[src/rtl/core/svfn_pkg.sv]
// ----------------------------------------------------------------------------
// svfn_pkg: shared types and constants of the service full name splitter
// Word layouts, character codes, part codes and the escape phase encoding.
// ----------------------------------------------------------------------------
`timescale 1ns / 1ps

package svfn_pkg;

  // Default sizing
  localparam int MAX_PART_BYTES_DEF = 4096;
  localparam int QUEUE_DEPTH_DEF    = 4;
  localparam int CAP_W              = 13;

  // Register reset value of every capacity
  localparam logic [CAP_W-1:0] CAP_RESET = 13'd256;

  // Character codes
  localparam logic [7:0] CH_NUL    = 8'h00;
  localparam logic [7:0] CH_DOT    = 8'h2E;
  localparam logic [7:0] CH_USCORE = 8'h5F;
  localparam logic [7:0] CH_BSLASH = 8'h5C;
  localparam logic [7:0] CH_DIGIT0 = 8'h30;
  localparam logic [7:0] CH_DIGIT9 = 8'h39;

  // Part codes
  localparam logic [1:0] PART_INSTANCE = 2'd0;
  localparam logic [1:0] PART_TYPE     = 2'd1;
  localparam logic [1:0] PART_DOMAIN   = 2'd2;

  // Configuration register indexes
  localparam logic [1:0] REG_INSTANCE_CAP = 2'd0;
  localparam logic [1:0] REG_TYPE_CAP     = 2'd1;
  localparam logic [1:0] REG_DOMAIN_CAP   = 2'd2;

  // Escape phase: what is held after a backslash
  typedef enum logic [1:0] {
    ESC_NONE,
    ESC_BSLASH,
    ESC_ONE_DIGIT,
    ESC_TWO_DIGITS
  } esc_phase_t;

  // Input word
  typedef struct packed {
    logic [7:0] in_byte;
    logic       end_of_string;
  } svfn_in_t;

  // Result word
  typedef struct packed {
    logic [7:0] out_byte;
    logic [1:0] part;
    logic       is_status;
    logic       all_ok;
    logic       last_of_run;
  } svfn_out_t;

  // Capacity registers
  typedef struct packed {
    logic [CAP_W-1:0] instance_capacity;
    logic [CAP_W-1:0] type_capacity;
    logic [CAP_W-1:0] domain_capacity;
  } svfn_cfg_t;

  // Command from front to back: the bytes kept for one input word,
  // optionally followed by a status result
  typedef struct packed {
    logic [3:0][7:0] bytes;
    logic [2:0]      nbytes;
    logic [1:0]      part;
    logic            status;
    logic            ok;
  } svfn_cmd_t;

  // Queue status
  typedef struct packed {
    logic full;
    logic empty;
  } svfn_qstat_t;

  // ASCII digit of a decimal value 0..9
  function automatic logic [7:0] digit_char(input logic [3:0] d);
    return {4'h3, d};
  endfunction

endpackage

[src/rtl/core/svfn_front.sv]
// ----------------------------------------------------------------------------
// svfn_front: accept and classify input words
// Tracks part, escape and held dot, checks part capacity and builds one
// command per word listing the bytes to emit and an optional status.
// ----------------------------------------------------------------------------
`timescale 1ns / 1ps

module svfn_front import svfn_pkg::*; #(
  parameter int MAX_PART_BYTES = MAX_PART_BYTES_DEF
) (
  input  logic        clk,
  input  logic        rst_n,
  input  svfn_cfg_t   cfg,
  input  logic        in_valid,
  output logic        in_ready,
  input  svfn_in_t    in_data,
  input  svfn_qstat_t qstat,
  output logic        push,
  output svfn_cmd_t   cmd
);

  localparam int FW = $clog2(MAX_PART_BYTES);
  localparam int CW = (FW + 1 > CAP_W) ? FW + 1 : CAP_W;
  localparam logic [CW-1:0] CAP_LIMIT = CW'(MAX_PART_BYTES);

  logic [1:0]    part_r, part_nxt;
  esc_phase_t    esc_r, esc_nxt;
  logic [3:0]    dig0_r, dig1_r;
  logic          dot_r, dot_nxt;
  logic [FW-1:0] fill_r, fill_nxt;
  logic          fit_r, fit_nxt;
  logic          ended_r, ended_nxt;

  logic          accept;
  logic [7:0]    b;
  logic          fin;
  logic          is_digit;
  logic [3:0]    dval;
  logic [9:0]    esc_sum;
  logic [7:0]    esc_value;

  logic [3:0][7:0] flush;
  logic [2:0]      flen;
  logic [3:0][7:0] want;
  logic [2:0]      nwant;
  logic [1:0]      spart;
  logic [FW-1:0]   base;
  logic            status;
  logic            plain;
  logic            hop;

  logic              any_zero;
  logic [CAP_W-1:0]  cap_raw;
  logic [CW-1:0]     cap_ext, cap_eff, fill_ext, room;
  logic              no_room;
  logic [2:0]        nemit;

  assign in_ready = !qstat.full;
  assign accept   = in_valid && in_ready;
  assign b        = in_data.in_byte;
  assign fin      = in_data.end_of_string;
  assign is_digit = (b >= CH_DIGIT0) && (b <= CH_DIGIT9);
  assign dval     = b[3:0];

  // Decode the two held digits and the current digit to the low byte of their value
  assign esc_sum   = 10'(dig0_r) * 10'd100 + 10'(dig1_r) * 10'd10 + 10'(dval);
  assign esc_value = esc_sum[7:0];

  // Escape phase next state
  always_comb begin
    esc_nxt = esc_r;
    if (fin) begin
      esc_nxt = ESC_NONE;
    end else if (!ended_r) begin
      if (dot_r || esc_r == ESC_NONE || !is_digit) begin
        esc_nxt = (b == CH_BSLASH) ? ESC_BSLASH : ESC_NONE;
      end else begin
        case (esc_r)
          ESC_BSLASH:    esc_nxt = ESC_ONE_DIGIT;
          ESC_ONE_DIGIT: esc_nxt = ESC_TWO_DIGITS;
          default:       esc_nxt = ESC_NONE;
        endcase
      end
    end
  end

  // Escape phase outputs: the literal bytes to replay on a broken escape
  always_comb begin
    flush[0] = CH_BSLASH;
    flush[1] = digit_char(dig0_r);
    flush[2] = digit_char(dig1_r);
    flush[3] = CH_NUL;
    case (esc_r)
      ESC_NONE:       flen = 3'd0;
      ESC_BSLASH:     flen = 3'd1;
      ESC_ONE_DIGIT:  flen = 3'd2;
      ESC_TWO_DIGITS: flen = 3'd3;
      default:        flen = 3'd0;
    endcase
  end

  // Classify the word: bytes wanted, their part and part/dot/end updates
  always_comb begin
    want      = flush;
    nwant     = 3'd0;
    spart     = part_r;
    base      = fill_r;
    status    = 1'b0;
    plain     = 1'b0;
    hop       = 1'b0;
    dot_nxt   = dot_r;
    ended_nxt = ended_r;
    if (fin) begin
      nwant     = flen;
      status    = 1'b1;
      dot_nxt   = 1'b0;
      ended_nxt = 1'b0;
    end else if (!ended_r) begin
      if (dot_r) begin
        dot_nxt = 1'b0;
        if (b == CH_USCORE) begin
          want[0] = CH_DOT;
          want[1] = CH_USCORE;
          nwant   = 3'd2;
        end else begin
          spart = PART_DOMAIN;
          base  = '0;
          plain = 1'b1;
        end
      end else if (esc_r != ESC_NONE) begin
        if (is_digit) begin
          if (esc_r == ESC_TWO_DIGITS) begin
            want[0] = esc_value;
            nwant   = 3'd1;
          end
        end else begin
          nwant = flen;
          plain = 1'b1;
        end
      end else begin
        plain = 1'b1;
      end
      if (plain) begin
        if (b == CH_NUL) begin
          ended_nxt = 1'b1;
        end else if (b == CH_BSLASH) begin
          hop = 1'b0;
        end else if (b == CH_DOT && spart == PART_INSTANCE) begin
          hop = 1'b1;
        end else if (b == CH_DOT && spart == PART_TYPE) begin
          dot_nxt = 1'b1;
        end else begin
          want[nwant[1:0]] = b;
          nwant            = nwant + 3'd1;
        end
      end
    end
  end

  // Capacity check: kept bytes are a prefix of the wanted ones
  assign any_zero = (cfg.instance_capacity == '0) || (cfg.type_capacity == '0) ||
                    (cfg.domain_capacity == '0);

  always_comb begin
    case (spart)
      PART_INSTANCE: cap_raw = cfg.instance_capacity;
      PART_TYPE:     cap_raw = cfg.type_capacity;
      default:       cap_raw = cfg.domain_capacity;
    endcase
  end

  assign cap_ext  = CW'(cap_raw);
  assign cap_eff  = (cap_ext > CAP_LIMIT) ? CAP_LIMIT : cap_ext;
  assign fill_ext = CW'(base);
  assign no_room  = any_zero || (fill_ext + CW'(1) >= cap_eff);
  assign room     = cap_eff - fill_ext - CW'(1);

  always_comb begin
    if (no_room) begin
      nemit = 3'd0;
    end else if (room < CW'(nwant)) begin
      nemit = room[2:0];
    end else begin
      nemit = nwant;
    end
  end

  // Part, fill and fit updates
  always_comb begin
    if (fin) begin
      part_nxt = PART_INSTANCE;
      fill_nxt = '0;
      fit_nxt  = 1'b1;
    end else begin
      part_nxt = hop ? PART_TYPE : spart;
      fill_nxt = hop ? '0 : base + FW'(nemit);
      fit_nxt  = fit_r && (nemit == nwant);
    end
  end

  // Command to the queue
  assign push = accept && (nemit != 3'd0 || status);

  always_comb begin
    cmd.bytes  = want;
    cmd.nbytes = nemit;
    cmd.part   = spart;
    cmd.status = status;
    cmd.ok     = fit_r && (nemit == nwant) && !any_zero;
  end

  // Control state
  always_ff @(posedge clk) begin
    if (!rst_n) begin
      part_r  <= PART_INSTANCE;
      esc_r   <= ESC_NONE;
      dot_r   <= 1'b0;
      fill_r  <= '0;
      fit_r   <= 1'b1;
      ended_r <= 1'b0;
    end else if (accept) begin
      part_r  <= part_nxt;
      esc_r   <= esc_nxt;
      dot_r   <= dot_nxt;
      fill_r  <= fill_nxt;
      fit_r   <= fit_nxt;
      ended_r <= ended_nxt;
    end
  end

  // Held digits: capture while an escape collects them
  always_ff @(posedge clk) begin
    if (accept && !fin && !ended_r && !dot_r && is_digit) begin
      if (esc_r == ESC_BSLASH) begin
        dig0_r <= dval;
      end
      if (esc_r == ESC_ONE_DIGIT) begin
        dig1_r <= dval;
      end
    end
  end

endmodule

[src/rtl/core/svfn_queue.sv]
// ----------------------------------------------------------------------------
// svfn_queue: command queue between front and back
// Small circular buffer of commands with an occupancy count.
// ----------------------------------------------------------------------------
`timescale 1ns / 1ps

module svfn_queue import svfn_pkg::*; #(
  parameter int DEPTH = QUEUE_DEPTH_DEF
) (
  input  logic        clk,
  input  logic        rst_n,
  input  logic        push,
  input  svfn_cmd_t   push_cmd,
  input  logic        pop,
  output svfn_cmd_t   head,
  output svfn_qstat_t qstat
);

  localparam int PW   = $clog2(DEPTH);
  localparam int CNTW = $clog2(DEPTH + 1);

  svfn_cmd_t       mem [DEPTH];
  logic [PW-1:0]   wr_ptr_r, rd_ptr_r;
  logic [CNTW-1:0] count_r;

  assign head        = mem[rd_ptr_r];
  assign qstat.full  = (count_r == CNTW'(DEPTH));
  assign qstat.empty = (count_r == '0);

  // Store pushed commands
  always_ff @(posedge clk) begin
    if (push) begin
      mem[wr_ptr_r] <= push_cmd;
    end
  end

  // Advance pointers and count
  always_ff @(posedge clk) begin
    if (!rst_n) begin
      wr_ptr_r <= '0;
      rd_ptr_r <= '0;
      count_r  <= '0;
    end else begin
      if (push) begin
        wr_ptr_r <= (wr_ptr_r == PW'(DEPTH - 1)) ? '0 : wr_ptr_r + PW'(1);
      end
      if (pop) begin
        rd_ptr_r <= (rd_ptr_r == PW'(DEPTH - 1)) ? '0 : rd_ptr_r + PW'(1);
      end
      if (push && !pop) begin
        count_r <= count_r + CNTW'(1);
      end else if (pop && !push) begin
        count_r <= count_r - CNTW'(1);
      end
    end
  end

endmodule

[src/rtl/core/svfn_back.sv]
// ----------------------------------------------------------------------------
// svfn_back: turn queued commands into result words
// Steps through the bytes of the head command, then its status, one result
// word per cycle into the output register while out_ready allows it.
// ----------------------------------------------------------------------------
`timescale 1ns / 1ps

module svfn_back import svfn_pkg::*; (
  input  logic        clk,
  input  logic        rst_n,
  input  svfn_cmd_t   head,
  input  svfn_qstat_t qstat,
  output logic        pop,
  output logic        out_valid,
  input  logic        out_ready,
  output svfn_out_t   out_data
);

  logic [1:0] idx_r;
  logic       out_valid_r;
  svfn_out_t  out_data_r;
  svfn_out_t  entry;
  logic [2:0] total;
  logic       last;
  logic       load;
  logic       take;

  assign load  = !out_valid_r || out_ready;
  assign take  = load && !qstat.empty;
  assign total = head.nbytes + 3'(head.status);
  assign last  = (3'(idx_r) + 3'd1 == total);
  assign pop   = take && last;

  // Select the byte at the index, or the status after the bytes
  always_comb begin
    if (3'(idx_r) < head.nbytes) begin
      entry.out_byte  = head.bytes[idx_r];
      entry.part      = head.part;
      entry.is_status = 1'b0;
      entry.all_ok    = 1'b0;
    end else begin
      entry.out_byte  = CH_NUL;
      entry.part      = PART_INSTANCE;
      entry.is_status = 1'b1;
      entry.all_ok    = head.ok;
    end
    entry.last_of_run = last;
  end

  // Output register and word index
  always_ff @(posedge clk) begin
    if (!rst_n) begin
      out_valid_r <= 1'b0;
      idx_r       <= '0;
    end else begin
      if (load) begin
        out_valid_r <= !qstat.empty;
      end
      if (take) begin
        idx_r <= last ? 2'd0 : idx_r + 2'd1;
      end
    end
  end

  always_ff @(posedge clk) begin
    if (take) begin
      out_data_r <= entry;
    end
  end

  assign out_valid = out_valid_r;
  assign out_data  = out_data_r;

endmodule

[src/rtl/core/service_full_name_splitter_top.sv]
// ----------------------------------------------------------------------------
// service_full_name_splitter_top: split a service full name into parts
// The first result word of an input word passes from the command queue to
//   the output register.
// Throughput: one input word per cycle while each word gives at most one
//   result and out_ready is high; a word with several results holds the output
//   register for each, and a four-entry command queue absorbs the difference.
// Reset: synchronous, active low; clears part state, queue and output, and
//   sets all capacities to 256. No clearing pass.
// ----------------------------------------------------------------------------
`timescale 1ns / 1ps

module service_full_name_splitter_top import svfn_pkg::*; #(
  parameter int MAX_PART_BYTES = MAX_PART_BYTES_DEF,
  parameter int QUEUE_DEPTH    = QUEUE_DEPTH_DEF
) (
  input  logic             clk,
  input  logic             rst_n,
  input  logic             in_valid,
  output logic             in_ready,
  input  svfn_in_t         in_data,
  output logic             out_valid,
  input  logic             out_ready,
  output svfn_out_t        out_data,
  input  logic             cfg_valid,
  output logic             cfg_ready,
  input  logic [1:0]       cfg_index,
  input  logic [CAP_W-1:0] cfg_data
);

  svfn_cfg_t   cfg_r;
  svfn_qstat_t qstat;
  svfn_cmd_t   push_cmd;
  svfn_cmd_t   head;
  logic        push;
  logic        pop;

  // Capacity registers: always ready, unknown indexes dropped
  assign cfg_ready = 1'b1;

  always_ff @(posedge clk) begin
    if (!rst_n) begin
      cfg_r.instance_capacity <= CAP_RESET;
      cfg_r.type_capacity     <= CAP_RESET;
      cfg_r.domain_capacity   <= CAP_RESET;
    end else if (cfg_valid && cfg_ready) begin
      case (cfg_index)
        REG_INSTANCE_CAP: cfg_r.instance_capacity <= cfg_data;
        REG_TYPE_CAP:     cfg_r.type_capacity     <= cfg_data;
        REG_DOMAIN_CAP:   cfg_r.domain_capacity   <= cfg_data;
        default:          cfg_r <= cfg_r;
      endcase
    end
  end

  svfn_front #(
    .MAX_PART_BYTES(MAX_PART_BYTES)
  ) u_front (
    .clk      (clk),
    .rst_n    (rst_n),
    .cfg      (cfg_r),
    .in_valid (in_valid),
    .in_ready (in_ready),
    .in_data  (in_data),
    .qstat    (qstat),
    .push     (push),
    .cmd      (push_cmd)
  );

  svfn_queue #(
    .DEPTH(QUEUE_DEPTH)
  ) u_queue (
    .clk      (clk),
    .rst_n    (rst_n),
    .push     (push),
    .push_cmd (push_cmd),
    .pop      (pop),
    .head     (head),
    .qstat    (qstat)
  );

  svfn_back u_back (
    .clk       (clk),
    .rst_n     (rst_n),
    .head      (head),
    .qstat     (qstat),
    .pop       (pop),
    .out_valid (out_valid),
    .out_ready (out_ready),
    .out_data  (out_data)
  );

  // A full queue means the back end has a word waiting
  a_full_implies_out: assert property (@(posedge clk) disable iff (!rst_n)
    !in_ready |-> out_valid)
    else $error("queue full with empty output register");

  // Status words carry a zero byte and close their run
  a_status_shape: assert property (@(posedge clk) disable iff (!rst_n)
    out_valid && out_data.is_status |->
      out_data.out_byte == CH_NUL && out_data.part == PART_INSTANCE &&
      out_data.last_of_run)
    else $error("malformed status word");

  // Byte words never report ok and name a real part
  a_byte_shape: assert property (@(posedge clk) disable iff (!rst_n)
    out_valid && !out_data.is_status |->
      !out_data.all_ok && out_data.part != 2'd3)
    else $error("malformed byte word");

  // Never pop an empty queue
  a_no_underflow: assert property (@(posedge clk) disable iff (!rst_n)
    pop |-> !qstat.empty)
    else $error("pop from empty queue");

endmodule
[config.mk]
export PLATFORM = sky130hd
export DESIGN_NAME = service_full_name_splitter_top
export DESIGN_NICKNAME = d
export VERILOG_FILES = /design/src/rtl/core/svfn_pkg.sv /design/src/rtl/core/svfn_front.sv /design/src/rtl/core/svfn_queue.sv /design/src/rtl/core/svfn_back.sv /design/src/rtl/core/service_full_name_splitter_top.sv
export SDC_FILE = /design/constraint.sdc
export NUM_CORES = 1
export LEC_CHECK = 0
export BUFFER_PORTS_ARGS = -buffer_cell sky130_fd_sc_hd__clkbuf_2
export CORE_MARGIN = 8
export CORE_UTILIZATION = 54
export DETAILED_ROUTE_END_ITERATION = 10
export PLACE_DENSITY = 0.72
export RECOVER_POWER = 50
export SLEW_MARGIN = 40
export SYNTH_ARGS = -nofsm -noshare
export SYNTH_HDL_FRONTEND = slang
export SYNTH_SLANG_ARGS = --single-unit
[constraint.sdc]
create_clock -name clk -period 7.43 [get_ports clk]
set_input_delay 0.3715 -clock clk [delete_from_list [all_inputs] [get_ports clk]]
set_output_delay 0.3715 -clock clk [all_outputs]
set_load 0.02 [all_outputs]
# ---- Word level (Yosys, flattened, before mapping)
# Memories as Yosys holds them, arrays and structs flattened. A register that Yosys moved wholly into a read port is not among the register bits.
# Index checks and enable logic that the tools add are counted.
# W data, S select, Z words.
dict set report totals {
  register_bits 89
  mem_bits_rw 156
  memories 1
  inputBits 29
}
dict set report classes {
  reduce_logical 51
  add_sub_neg 14
  n_mul 2
  n_eq_ne 16
  n_lt_le_gt_ge 9
  mux 95
}
# name words width rd rd_ports_with_merged_regs write_ports line
set memory_table {}
lappend memory_table {u_queue.mem 4 39 1 1 1 svfn_queue.sv:22} ;# svfn_cmd_t mem [DEPTH];
# operator n
set op_table {}
lappend op_table {{$mux W32} 7}
lappend op_table {{$mux W8} 10}
lappend op_table {{$mux W12} 6}
lappend op_table {{$mux W3} 16}
lappend op_table {{$logic_not A13 Y1} 3}
lappend op_table {{$mux W2} 18}
lappend op_table {{$bwmux W32} 1}
lappend op_table {{$mux W1} 29}
lappend op_table {{$pmux W13 S2} 1}
lappend op_table {{$bmux W8 S2} 1}
lappend op_table {{$demux W8 S2} 1}
lappend op_table {{$eq A8 B7 Y1 const B} 2}
lappend op_table {{$logic_and A1 B1 Y1} 16}
lappend op_table {{$mux W15} 1}
lappend op_table {{$add A12 B1 Y13 const B} 1}
lappend op_table {{$ge A13 B13 Y1} 1}
lappend op_table {{$gt A13 B13 Y1 const B} 1}
lappend op_table {{$lt A13 B3 Y1} 1}
lappend op_table {{$mux W13} 1}
lappend op_table {{$sub A13 B1 Y13 const B} 1}
lappend op_table {{$sub A13 B12 Y13} 1}
lappend op_table {{$add A12 B3 Y12} 1}
lappend op_table {{$pmux W3 S4} 1}
lappend op_table {{$reduce_and A2 Y1} 6}
lappend op_table {{other kinds (29)} 60}

# ---- Logic depth before layout (Yosys ltp)
dict set report logic_depth {
  depth_word 25
  depth_mapped 33
  mapped_depth_nobuf 31
}

# ---- Modules after synthesis
# Synthesis repeated with hierarchy kept, for this count alone.
dict set report unflattened {
  hier_cells 1044
  hier_area_um2 13018.7
}
# mod instances area_per_inst_um2 seq_area_each_um2 cells_per_inst
set modules_own_cells {}
lappend modules_own_cells {svfn_queue 1 6075.8 4864.7 247}
lappend modules_own_cells {svfn_front 1 4491.8 620.6 582}
lappend modules_own_cells {service_full_name_splitter_top 1 1478.9 780.7 148}
lappend modules_own_cells {svfn_back 1 972.2 450.4 67}

# ---- Least setup slack after synthesis
# Ideal clock, no wire load.
dict set report synth_path {
  path_kind {in2reg}
  start {input in_data[3] in the netlist's numbering}
  end {register u_front.fill_r[9]}
  cell_stages 31
  setup_ns 0.076
  setup_slack_ns 1.035
  arrival_ns 6.320
  path_cell_list {clkbuf_1 -> nand4_1 -> or2_2 -> and3_1 -> nor2_1 -> inv_1 -> nand2_1 -> o21ai_0 -> clkbuf_1 -> a211oi_1 -> ha_1 -> inv_1 -> fa_1 -> xnor2_1 -> ha_1 -> inv_1 -> o221ai_1 -> a2111oi_0 -> o211ai_1 -> or4_1 -> nor4_4 -> nand2_1 -> a211oi_1 -> ha_1 -> a21o_1 -> a21o_1 -> nand2_1 -> nor2_1 -> a21oi_1 -> nand4_1 -> a21boi_0}
}
# element line
set synth_rtl {}
lappend synth_rtl {{start: declaration} service_full_name_splitter_top.sv:21} ;# input svfn_in_t in_data,
lappend synth_rtl {{end signal: assignment} svfn_front.sv:225} ;# fill_r <= fill_nxt;
lappend synth_rtl {{end: declaration} svfn_front.sv:30} ;# logic [FW-1:0] fill_r, fill_nxt;

==> impl_metrics.env <==
export IMPL_status="finished, violations left"
export IMPL_violations="max-capacitance violations, max-slew violations"
export IMPL_crit_start="u_front.dot_r"
export IMPL_vdd_drop_max_mv=0.167
export IMPL_dp_cells=1385
export IMPL_yosys_warnings=0
export IMPL_fp_dieW_um=169
export IMPL_firstDrtPassIters=5
export IMPL_layout_commonest_cell="edfxtp_1"
export IMPL_grt_ovfl_total=0
export IMPL_r2r_start="u_front.dot_r"
export IMPL_synthArstFlopShare=0
export IMPL_clkLatencyLatePin_ns=0.53
export IMPL_tns_ns=0
export IMPL_area_growth_pct=10.8
export IMPL_p_switching_mw=1.02
export IMPL_grt_pass1_vias=8195
export IMPL_power_mw=3.75
export IMPL_die_area_um2=28600
export IMPL_arrival_ns=7.13
export IMPL_ys_seq_area_frac=0.531
export IMPL_synth_edff_count=177
export IMPL_wl_per_cell_um=19.3
export IMPL_grt_max_degree=70
export IMPL_cts_hold_buf=0
export IMPL_clock_root_buffer="clkbuf_16"
export IMPL_combPwrFrac=0.200
export IMPL_crit_required_ns=7.84
export IMPL_vias_per_cell=5.84
export IMPL_die_height_um=169
export IMPL_drt_first_iter_violations=586
export IMPL_critPathSlowestCell="dfxtp_1"
export IMPL_hp_start="cfg_data[2]"
export IMPL_core_um2=23200
export IMPL_powerDensity_nw_per_um2=268
export IMPL_fin_ws_ns=0.710
export IMPL_grt_first_pass_wirelength_um=44300
export IMPL_row_count=56
export IMPL_instances_no_fill=1430
export IMPL_routed_via_count=8347
export IMPL_cts_buffers=26
export IMPL_ios=45
export IMPL_max_slew_worst_pin_slew_ns=3.32
export IMPL_finalHoldViolCount=0
export IMPL_final_max_slew_viol_count=40
export IMPL_path_class="reg2reg"
export IMPL_initial_utilization=0.545
export IMPL_grt_use_total=0.194
export IMPL_hold_ws_ns=0.111
export IMPL_pwr_share_clk=0.345
export IMPL_cap_violations=1
export IMPL_worstHoldPathType="in2reg"
export IMPL_rsz0062_at_grt="false"
export IMPL_syn_area_per_cell_um2=12.0
export IMPL_hold_path_depth=3
export IMPL_p_sw_frac=0.271
export IMPL_post_dp_hpwl_um=19300
export IMPL_dp_slack_ns=0.494
export IMPL_p_leak_nw=4.98
export IMPL_layout_common_cells="edfxtp_1, nand2_1, dfxtp_1, ha_1, a21boi_0"
export IMPL_cts_max_path_buffers=3
export IMPL_io_buffer_count=43
export IMPL_antenna_left=0
export IMPL_diodes=0
export IMPL_wl_um=27600
export IMPL_cts_sink_count=247
export IMPL_max_freq_mhz=149
export IMPL_synth_distinct_cells=67
export IMPL_finClkSkew_ns=0.0174
export IMPL_start_kind="register"
export IMPL_syn_area_um2=12600
export IMPL_cts_tree="built"
export IMPL_period_minus_slack_ns=6.72
export IMPL_ys_seq_elements=247
export IMPL_setup_viol=0
export IMPL_cts_resized=0
export IMPL_num_nets_final=1195
export IMPL_routabilityCongestion=0.898
export IMPL_rr_worst_depth=29
export IMPL_power_frac_seq=0.454
export IMPL_critPathMaxFanout=27
export IMPL_synthCells=1052
export IMPL_synth_fp_nets=1153
export IMPL_cts_setup_buffers=0
export IMPL_p_int_mw=2.74
export IMPL_ys_flop_type="edfxtp_1"
export IMPL_crit_path_end_kind="register"
export IMPL_slew_headroom=-1.21
export IMPL_period_share=0.904
export IMPL_drive_above_1_share=0.133
export IMPL_clkTransAtPathRegs_ns=0.06
export IMPL_antenna_found_initial=0
export IMPL_drcViolationCount=0
export IMPL_h_tree_depth=1
export IMPL_max_stage_delay_ns=0.60
routing by layer:
metal | vias to the layer above | share of wire | routed length, um | GRT usage
met5 | - | 0 | 0 | 0
met4 | 0 | 0.026 | 712 | 0.0593
met3 | 54 | 0.055 | 1510 | 0.0331
met2 | 248 | 0.47 | 13000 | 0.318
met1 | 4070 | 0.45 | 12300 | 0.261
li1 | 3975 | - | - | -
worst max-delay path, delay by kind of cell (launching register included):
kind            cells  cell delay (ns)
compound gates      9             2.00
xor+xnor            1             0.16
fa+ha+maj           5             1.36
buf+inv             5             0.63
flops               1             0.60
simple gates        9             1.86
sequential cells by signal (all words and copies together) (netlist names), named ones only:
register,count
u_back.idx_r,2
cfg_r,39
u_front.fill_r,12
u_front.dot_r,1
u_front.ended_r,1
u_queue.mem,156
u_queue.count_r,3
u_queue.rd_ptr_r,2
u_front.esc_r,2
u_back.out_valid,1
u_back.out_data,13
u_front.part_r,2
u_front.fit_r,1
u_front.dig1_r,4
u_queue.wr_ptr_r,2
u_front.dig0_r,4
metrics by stage:
stage / instance area, um^2 / utilization
after CTS: 14100 / 0.606
final: 14000 / 0.604
after floorplan: 12600 / -
after global placement: 13200 / 0.569
after detailed placement: 13200 / 0.569
after global routing: 14000 / 0.604
power by group through the flow:
stage          combinational [mW]  sequential [mW]  clock, mW
6_report                    0.752             1.70       1.29
5_1_grt                     0.827             1.72       1.37
4_1_cts                     0.768             1.71       1.31
3_5_place_dp                0.759             1.74          0
3_3_place_gp                0.748             1.73          0
2_1_floorplan               0.523             1.76          0
cells in the mapped netlist (2+ instances only):
| library cell | count | share of area |
|---|---|---|
| buf_1 | 5 | 0.0015 |
| xor2_1 | 10 | 0.0069 |
| a32oi_1 | 4 | 0.0028 |
| edfxtp_1 | 177 | 0.42 |
| mux2i_1 | 21 | 0.017 |
| nand3b_1 | 3 | 0.0018 |
| o2111ai_1 | 2 | 0.0014 |
| a31o_2 | 2 | 0.0014 |
| nor4_1 | 10 | 0.0049 |
| inv_1 | 46 | 0.014 |
| nand3_1 | 19 | 0.0075 |
| o22ai_1 | 3 | 0.0015 |
| dfxtp_1 | 70 | 0.11 |
| a211o_1 | 2 | 0.0014 |
| a211oi_1 | 4 | 0.0024 |
| clkbuf_1 | 37 | 0.011 |
| nand4_1 | 11 | 0.0054 |
| and2_1 | 18 | 0.0089 |
| fa_1 | 7 | 0.011 |
| nand2b_1 | 5 | 0.0025 |
| nor2b_1 | 29 | 0.014 |
| mux4_2 | 47 | 0.084 |
| o22a_1 | 4 | 0.0028 |
| o211ai_1 | 5 | 0.0030 |
| nor3b_1 | 2 | 0.0012 |
| a21oi_1 | 40 | 0.016 |
| a31oi_1 | 4 | 0.0020 |
| and3b_1 | 3 | 0.0021 |
| xnor2_1 | 22 | 0.015 |
| nand2_1 | 144 | 0.043 |
| nor2_1 | 47 | 0.014 |
| o31a_1 | 2 | 0.0014 |
| a21boi_0 | 48 | 0.029 |
| and3_1 | 10 | 0.0049 |
| a22oi_1 | 5 | 0.0030 |
| or2_2 | 18 | 0.0089 |
| a21o_1 | 14 | 0.0083 |
| o21a_1 | 4 | 0.0024 |
| nor3_1 | 14 | 0.0055 |
| or3_1 | 8 | 0.0040 |
| mux2_2 | 3 | 0.0027 |
| ha_1 | 65 | 0.064 |
| o221ai_1 | 3 | 0.0021 |
| o21ai_0 | 30 | 0.012 |
| and4_1 | 3 | 0.0021 |
logic make-up (layout without fill, tap and decap cells):
group | Yosys count | in the layout | share of synthesized area
flops | 247 | 247 | 0.531
simple gates | 351 | 351 | 0.137
buf+inv | 90 | 149 | 0.0276
mux | 71 | 71 | 0.103
other cells | 1 | 1 | 0.000297
fa+ha+maj | 72 | 72 | 0.0754
compound gates | 188 | 188 | 0.103
xor+xnor | 32 | 32 | 0.0222
layout make-up:
| class | instances | area [um^2] |
|---|---|---|
| Clock buffer | 29 | 662 |
| Clock inverter | 16 | 191 |
| Fill cell | 1815 | 9180 |
| Inverter | 46 | 173 |
| Multi-Input combinational cell | 715 | 5580 |
| Sequential cell | 247 | 6720 |
| Tap cell | 319 | 399 |
| Timing Repair Buffer | 58 | 283 |
final timing paths:
path / endpoint / slack [ns]
max reg2reg: u_front.fill_r[10] / 0.71
min: cfg_r[28] / 0.11
min reg2reg: cfg_r[18] / 0.48
max: u_front.fill_r[10] / 0.71
Power figures use the tool's default switching activity.
